===== src/hw/rtl/emst_pkg.sv =====
`timescale 1ns / 1ps
package emst_pkg;

  localparam int unsigned MaxPointsDefault = 64;
  localparam int unsigned CoordW = 16;
  localparam int unsigned LenW = 39;
  localparam int unsigned CountW = 7;
  localparam int unsigned D2W = 33;
  localparam int unsigned RootW = 34;
  localparam int unsigned DistW = 35;

  typedef enum logic [3:0] {
    ST_LOAD,
    ST_INIT,
    ST_RD,
    ST_DIFF,
    ST_SQ,
    ST_ROOT,
    ST_UPD,
    ST_PICK,
    ST_OUT
  } emst_state_t;

  // controller to datapath
  typedef struct packed {
    logic store_pt;
    logic clr_set;
    logic init_row;
    logic read_pair;
    logic take_diff;
    logic take_sq;
    logic root_start;
    logic root_step;
    logic update;
    logic pick;
    logic load_result;
  } emst_cmd_t;

  // datapath to controller
  typedef struct packed {
    logic full;
    logic few;
    logic root_done;
    logic row_last;
    logic init_last;
    logic tree_done;
  } emst_sts_t;

endpackage


===== src/hw/rtl/emst_ctrl.sv =====
`timescale 1ns / 1ps
module emst_ctrl
  import emst_pkg::*;
(
  input  logic        clk,
  input  logic        rst_n,
  input  logic        in_fire,
  input  logic        in_last,
  input  logic        out_free,
  input  emst_sts_t   sts,
  output emst_cmd_t   cmd,
  output logic        in_ready,
  output logic        res_load
);

  emst_state_t state_r, state_nxt;

  // advance state
  always_ff @(posedge clk) begin
    if (!rst_n) begin
      state_r <= ST_LOAD;
    end else begin
      state_r <= state_nxt;
    end
  end

  // next state
  always_comb begin
    state_nxt = state_r;
    case (state_r)
      ST_LOAD: if (in_fire && in_last) state_nxt = ST_INIT;
      ST_INIT: begin
        if (sts.few) state_nxt = ST_OUT;
        else if (sts.init_last) state_nxt = ST_RD;
      end
      ST_RD:   state_nxt = ST_DIFF;
      ST_DIFF: state_nxt = ST_SQ;
      ST_SQ:   state_nxt = ST_ROOT;
      ST_ROOT: if (sts.root_done) state_nxt = ST_UPD;
      ST_UPD:  state_nxt = sts.row_last ? ST_PICK : ST_RD;
      ST_PICK: state_nxt = sts.tree_done ? ST_OUT : ST_RD;
      ST_OUT:  if (out_free) state_nxt = ST_LOAD;
      default: state_nxt = ST_LOAD;
    endcase
  end

  // outputs
  always_comb begin
    cmd = '0;
    in_ready = 1'b0;
    res_load = 1'b0;
    case (state_r)
      ST_LOAD: begin
        in_ready = 1'b1;
        cmd.store_pt = in_fire;
      end
      ST_INIT: cmd.init_row = 1'b1;
      ST_RD:   cmd.read_pair = 1'b1;
      ST_DIFF: cmd.take_diff = 1'b1;
      ST_SQ: begin
        cmd.take_sq = 1'b1;
        cmd.root_start = 1'b1;
      end
      ST_ROOT: cmd.root_step = 1'b1;
      ST_UPD:  cmd.update = 1'b1;
      ST_PICK: cmd.pick = 1'b1;
      ST_OUT: begin
        if (out_free) begin
          res_load = 1'b1;
          cmd.load_result = 1'b1;
          cmd.clr_set = 1'b1;
        end
      end
      default: ;
    endcase
  end

endmodule


===== config.mk =====
export PLATFORM = sky130hd
export DESIGN_NAME = emst_ctrl
export DESIGN_NICKNAME = d
export VERILOG_FILES = /design/src/hw/rtl/emst_pkg.sv /design/src/hw/rtl/emst_ctrl.sv
export SDC_FILE = /design/constraint.sdc
export NUM_CORES = 1
export LEC_CHECK = 0
export ABC_AREA = 1
export BUFFER_PORTS_ARGS = -buffer_cell sky130_fd_sc_hd__buf_2
export CAP_MARGIN = 15
export CORE_AREA = 8 8 45 47
export DETAILED_ROUTE_END_ITERATION = 16
export DIE_AREA = 0 0 53 55
export PLACE_DENSITY_LB_ADDON = 0.25
export SLEW_MARGIN = 30
export SYNTH_ARGS = -nofsm -noshare
export SYNTH_HDL_FRONTEND = slang
export SYNTH_SLANG_ARGS = --single-unit
export TNS_END_PERCENT = 30

===== constraint.sdc =====
create_clock -name clk -period 1.4 [get_ports clk]
set_input_delay 0.21 -clock clk [delete_from_list [all_inputs] [get_ports clk]]
set_output_delay 0.21 -clock clk [all_outputs]
set_load 0.05 [all_outputs]

## Word-level counts from Yosys, hierarchy flattened

Cells that the tools add are included.

- Output and inout bits: 13
- Register bits: 4
- Word-level logic and storage cells: 35
- Input bits: 11

- Mux-type cells: 19
- Eq/ne operators: 12
- Reductions and logical operators: 3

Operators with widths:

| operator | number |
|---|---|
| $pmux W4 S9 | 1 |
| $mux W4 | 6 |
| $eq A4 B3 Y1 const B | 4 |
| $mux W1 | 10 |
| $eq A4 B2 Y1 const B | 2 |
| $ne A2 B2 Y1 const B | 3 |
| $eq A4 B1 Y1 const B | 1 |
| $eq A4 B4 Y1 const B | 1 |
| $logic_not A4 Y1 | 1 |
| $reduce_and A4 Y1 | 1 |
| $mux W3 | 1 |
| $ne A3 B3 Y1 const B | 1 |
| $mux W2 | 1 |
| $logic_and A1 B1 Y1 | 1 |

## Longest topological paths before layout

Gate-level depths: netlist (run 1).

- Word-level depth: 3
- Depth in mapped cells: 8
- Gate-level depth less buffers: 8

## Worst setup path before layout (run 1)

No wires, ideal clock.

- Kind: register to output
- From: register state_r[1]
- To: output port cmd[0] (netlist name)
- Path buffers: 1
- Stages on the path, launching flop included: 5
- Arrival time: 1.642 ns
- Slack: -0.452 ns
- Data required time: 1.190 ns
- Cells stage by stage: dfxtp_1 nor2_2 nand2_1 nor2_1 buf_4

- Cells in the longest elaborated chain, start to end: 2

RTL lines:

| item | line | source |
|---|---|---|
| start, declared | emst_ctrl.sv:16 | `emst_state_t state_r, state_nxt;` |
| start signal, assigned | emst_ctrl.sv:23 | `state_r <= state_nxt;` |
| $eq A4 B4 Y1 | n/a |  |
| $mux W1 | n/a |  |
| end, declared | emst_ctrl.sv:11 | `output emst_cmd_t cmd,` |

No other way between the ends.

## Worst setup path after layout (run 1)

- From: register state_r[1]
- To: output port res_load

- Cells in the longest elaborated chain, start to end: 2

RTL lines:

| item | line | source |
|---|---|---|
| $eq A4 B4 Y1 | emst_ctrl.sv:52 | `case (state_r)` |
| $mux W1 | emst_ctrl.sv:52 |  |
| end, declared | emst_ctrl.sv:13 | `output logic res_load` |

No other way between the ends.

==> run metrics, run 1 <==
status finished, final reports clean; # IOs 24; port bufs 22; Initial Utilization 0.275; Top FF cell, synth dfxtp_1; Pwr Total 0.942 mW; diode count 0; Die Y-Extent roughly 55 um; first-pass GRT wire length roughly 1800 um; Cell variety after synth 11; skew final 0.000530 ns; Critical Path RT roughly 1.2 ns; maximum vdd drop around 0.56 mV; share of cells above drive strength 1 0.515; largest net degree at the start of global routing 7; number of flops mapped to enable cells by yosys 0; Hold-fix buffers, CTS 0; filler cell count about 150; Syn Inst Count 72; # nets final 110; Core Footprint about 0.0014 sq mm; post-DP HPWL 928 um; period utilization 0.987; dominant cell type by area after synthesis dfxtp_1; count leader, synth nand2_1; vias in the first global route between 400 and 500; max-cap violation count 0; GR Util All Layers 0.0804; Placed Cells roughly 110; Biggest register state_r; full die area 0.00292 sq mm; clk buf depth 2; final hold viol count 0; Slew @ Worst Pin ~0.21 ns; critical-path cell list nor2_4 > nand2_2 > nor2_4 > buf_6; Final ANT Viol Nets 0; min-delay worst type primary input to flop; Post-synth top cells nand2_1, nor2_1, inv_1; fraction of the yosys area taken by sequential cells 0.211; Layout area overhead 82.6%; DRT Wirelength 1120 um; H-tree levels 1; Critical-path top delay cell dfxtp_4; # DRC 0; RSZ-0062 raised after global routing true; Final Instance Count excl. Fillers 113; Rows 14; antenna violations before repair 0; YS warnings 0; Synth top area share 0.211; Post-synth ARST share 0; synth top area cells dfxtp_1, nand2_1, nor2_1; Via density between 4 and 5; Slew headroom 0.856; Top cell by count, worst path nor2_4; syn_nets just over 80; Top Registers state_r: 4 flops; CTS tree built; crit path kind flop to primary output; routed via count about 480; crit-path max cell delay around 0.36 ns; critical-path maximum fanout 5; footprint of the multi-input gates between 200 and 300 sq um; PwrDens roughly 1400 mW/mm^2; Mean Syn Cell Area between 5 and 6 sq um; WL per Instance approximately 9.9 um; clock latency at the later pin of the worst-skew pair 0.23 ns; critical path startpoint category flop; Arr. time, crit path approximately 1.2 ns; Largest register FFs 4; DR iter-0 viols 1; post-route minimum period about 1.4 ns; Clock transition at path regs roughly 0.04 ns; sequential standard cell area 92.6 sq um; final slew viol count 0; f_max ~720 MHz; Post-Syn Area around 380 sq um; Critical Path Sink Type primary output; Remaining Overflow, GRT 0; clock sink count 4; endpoints failing setup 0; Root Buffer clkbuf_4; Pleak approximately 0.40 nW; routability cong. 0.751; number of synthesized register bits 4; Die W ~53 um; TritonRoute pass-1 iters 2; TritonCTS Buffers 3
-- metal layers --
metal / share of wire / track usage
met2: 0.53 / 0.133
met4: 0.020 / 0.0517
met1: 0.39 / 0.0884
met5: 0 / 0
met3: 0.065 / 0.0241
-- power by group --
group	internal (mW)	leakage [nW]	total (mW)	switching, mW
logic	0.206	0.349	0.600	0.395
registers	0.146	0.0353	0.201	0.0557
clock network	0.0957	0.0138	0.140	0.0443
total	0.447	0.398	0.942	0.495
-- logic make-up after synthesis --
family | count (synthesis) | synth area share
buf+inv | 19 | 0.217
flops | 4 | 0.211
compound gates | 1 | 0.0131
simple gates | 48 | 0.559
-- cell type report --
class,count,share of cell area
Clock buffer,3,0.0324
Multi-Input combinational cell,49,0.404
Timing Repair Buffer,25,0.308
Tap cell,16,0.0288
Sequential cell,4,0.133
Inverter,16,0.0937
-- stage by stage --
| stage | TNS (ns) | setup slack [ns] | utilization | hold slack (ns) | area, sq um |
|---|---|---|---|---|---|
| CTS | -0.0754 | -0.0317 | 0.448 | 0.202 | 621 |
| floorplan | -0.555 | -0.161 | - | 0.308 | 404 |
| global route | -0.375 | -0.0600 | 0.502 | 0.237 | 694 |
| global placement | 0 | 0.0469 | 0.378 | 0.447 | 523 |
| detailed placement | 0 | 0.0294 | 0.378 | 0.449 | 523 |
| finish | 0 | 0.0187 | 0.502 | 0.210 | 694 |
-- final timing paths --
kind	from	to	slack, ns	depth (start not counted)
max reg2reg	state_r[2]	state_r[0]	0.21	9
min reg2reg	state_r[0]	state_r[0]	0.58	2
min	rst_n	state_r[3]	0.21	3
max	state_r[1]	res_load	0.02	4
-- cells in the final DEF, fill, tap and decap left out, drive strengths merged --
master,count
nand2,19
clkbuf,3
dfxtp,4
buf,25
o21ai,1
nor3,2
nand3b,1
nor2,19
nand3,7
inv,16
-- worst max-delay path: cells and delay by family, from the launching register on --
| kind | cells | cell delay (ns) |
|---|---|---|
| simple gates | 3 | 0.40 |
| buf+inv | 1 | 0.18 |
| flops | 1 | 0.36 |
-- what timing repair did --
action | CTS | global route
gates resized for setup | 27 | 22
pin swaps | 2 | 3
buffers inserted | 0 | 1
setup endpoints to repair | 13 | 13
No activity file was read; power rests on OpenSTA's default activity.
==> run 2: changes to the inputs <==
==> constraint.sdc (replaced) <==
create_clock -name clk -period 1.5 [get_ports clk]
set_input_delay 0.225 -clock clk [delete_from_list [all_inputs] [get_ports clk]]
set_output_delay 0.225 -clock clk [all_outputs]
set_load 0.05 [all_outputs]
==> run metrics, run 2 (synthesized netlist as in run 1, its figures left out) <==
status finished, final reports clean; sequential standard cell area 85.1 sq um; commonest non-fill, non-tap cell in the layout nand2_1; # IOs 24; worst setup path startpoint state_r[1]; H-tree levels 1; final slew viol count 0; largest net degree at the start of global routing 7; Via density about 4.2; CTS tree built; Buffers & Inverters on Critical Path 1; Biggest register state_r; Min Hold Slack 0.232 ns; CP endpoint cmd[9]; Critical Path RT around 1.3 ns; critical-path maximum fanout 5; Top delay family on crit path simple AND/OR/NAND/NOR gates; Layout area overhead 54.9%; first-pass GRT wire length between 1500 and 2000 um; skew final about 0.0010 ns; critical path depth 4; DR iter-0 viols 10; routability cong. 0.731; clk buf depth 2; RSZ-0062 raised after global routing true; # DRC 0; WL per Instance ~9.5 um; clock latency at the later pin of the worst-skew pair ~0.23 ns; vias in the first global route 415; Critical Path Sink Type primary output; TritonCTS Buffers 3; crit-path max cell delay between 0.3 and 0.4 ns; Clock transition at path regs 0.04 ns; max-cap violation count 0; Top Registers state_r: 4 flops; maximum vdd drop between 0.6 and 0.7 mV; Reg-to-Reg End state_r[1]; Initial Utilization 0.275; post-CTS setup buffer count 0; most frequent cells in the layout nand2_1, inv_1, nor2_1; Largest register FFs 4; routed via count ~460; post-route minimum period approximately 1.4 ns; critical path startpoint category flop; footprint of the multi-input gates approximately 240 sq um; Pleak approximately 0.36 nW; DRT Wirelength approximately 1000 um; Hold-fix buffers, CTS 0; PwrDens around 1300 mW/mm^2; Die Y-Extent around 55 um; Critical-path top delay cell dfxtp_2; full die area 0.00292 sq mm; share of cells above drive strength 1 0.436; port bufs 22; r2r setup slk roughly 0.36 ns; Final ANT Viol Nets 0; antenna violations before repair 0; Rows 14; TritonRoute pass-1 iters 4; clock sink count 4; post-DP HPWL 899 um; filler cell count approximately 160; endpoints failing setup 0; Pwr Total slightly below 0.8 mW; worst r2r src state_r[2]; GR Util All Layers 0.0733; Core Footprint 0.00138 sq mm; final hold viol count 0; diode count 0; Remaining Overflow, GRT 0; Root Buffer clkbuf_4; f_max approximately 700 MHz; setup TNS 0 ns; Die W ~53 um; Slew headroom 0.831; # nets final ~110; min-delay worst type primary input to flop; critical-path cell list nor2_2 > nand2_1 > nor2_4 > buf_6; crit path kind flop to primary output; Slew @ Worst Pin 0.252 ns; final core utilization 0.426; Worst Reg-to-Reg Cells 7; period utilization 0.949; Arr. time, crit path approximately 1.2 ns
[run 2: final cells by class]
type / instances / share of cell area
clock buffer: 3 / 0.0382
inverter: 16 / 0.102
multi-input combinational: 49 / 0.403
sequential: 4 / 0.144
tap: 16 / 0.0340
timing repair buffer: 22 / 0.278
[run 2: per-stage QoR]
| step | setup WS (ns) | std cells | instance area, sq um |
|---|---|---|---|
| after floorplan | -0.0826 | 72 | 388 |
| after global placement | 0.170 | 107 | 495 |
| after detailed placement | 0.176 | 107 | 495 |
| after CTS | -0.0269 | 110 | 534 |
| after global routing | -0.0325 | 110 | 589 |
| final | 0.0764 | 110 | 589 |
[run 2: routing by layer]
layer / GRT usage / share of wire / up-vias
li1: - / - / 255
met1: 0.0791 / 0.39 / 198
met2: 0.131 / 0.56 / 10
met4: 0.0388 / 0 / 0
met3: 0.0160 / 0.053 / 0
met5: 0 / 0 / -
[run 2: how the worst min path moves through the flow]
stage                     cells after the start          to  slack, ns   from
final                                         3  state_r[3]       0.23  rst_n
after global routing                          3  state_r[3]       0.23  rst_n
after CTS                                     3  state_r[3]       0.22  rst_n
after detailed placement                      3  state_r[3]       0.47  rst_n
after global placement                        3  state_r[3]       0.46  rst_n
after floorplan                               2  state_r[3]       0.32  rst_n
[run 2: report_power, final]
part | switching [mW] | total, mW | internal [mW]
Combinational | 0.336 | 0.478 | 0.142
Sequential | 0.0343 | 0.166 | 0.131
Clock | 0.0413 | 0.131 | 0.0893
Total | 0.412 | 0.774 | 0.362
[run 2: worst reg2reg max path, delay by kind of cell (launching register included)]
family | cells | cell delay, ns
AND/OR/NAND/NOR | 6 | 0.62
flip-flops | 1 | 0.33
buffers and inverters | 1 | 0.11
[run 2: timing repair]
item,in CTS,in global routing
endpoints found under the setup margin,10,13
pin swaps,0,0
hold endpoints to repair,0,0
resized for setup,7,24
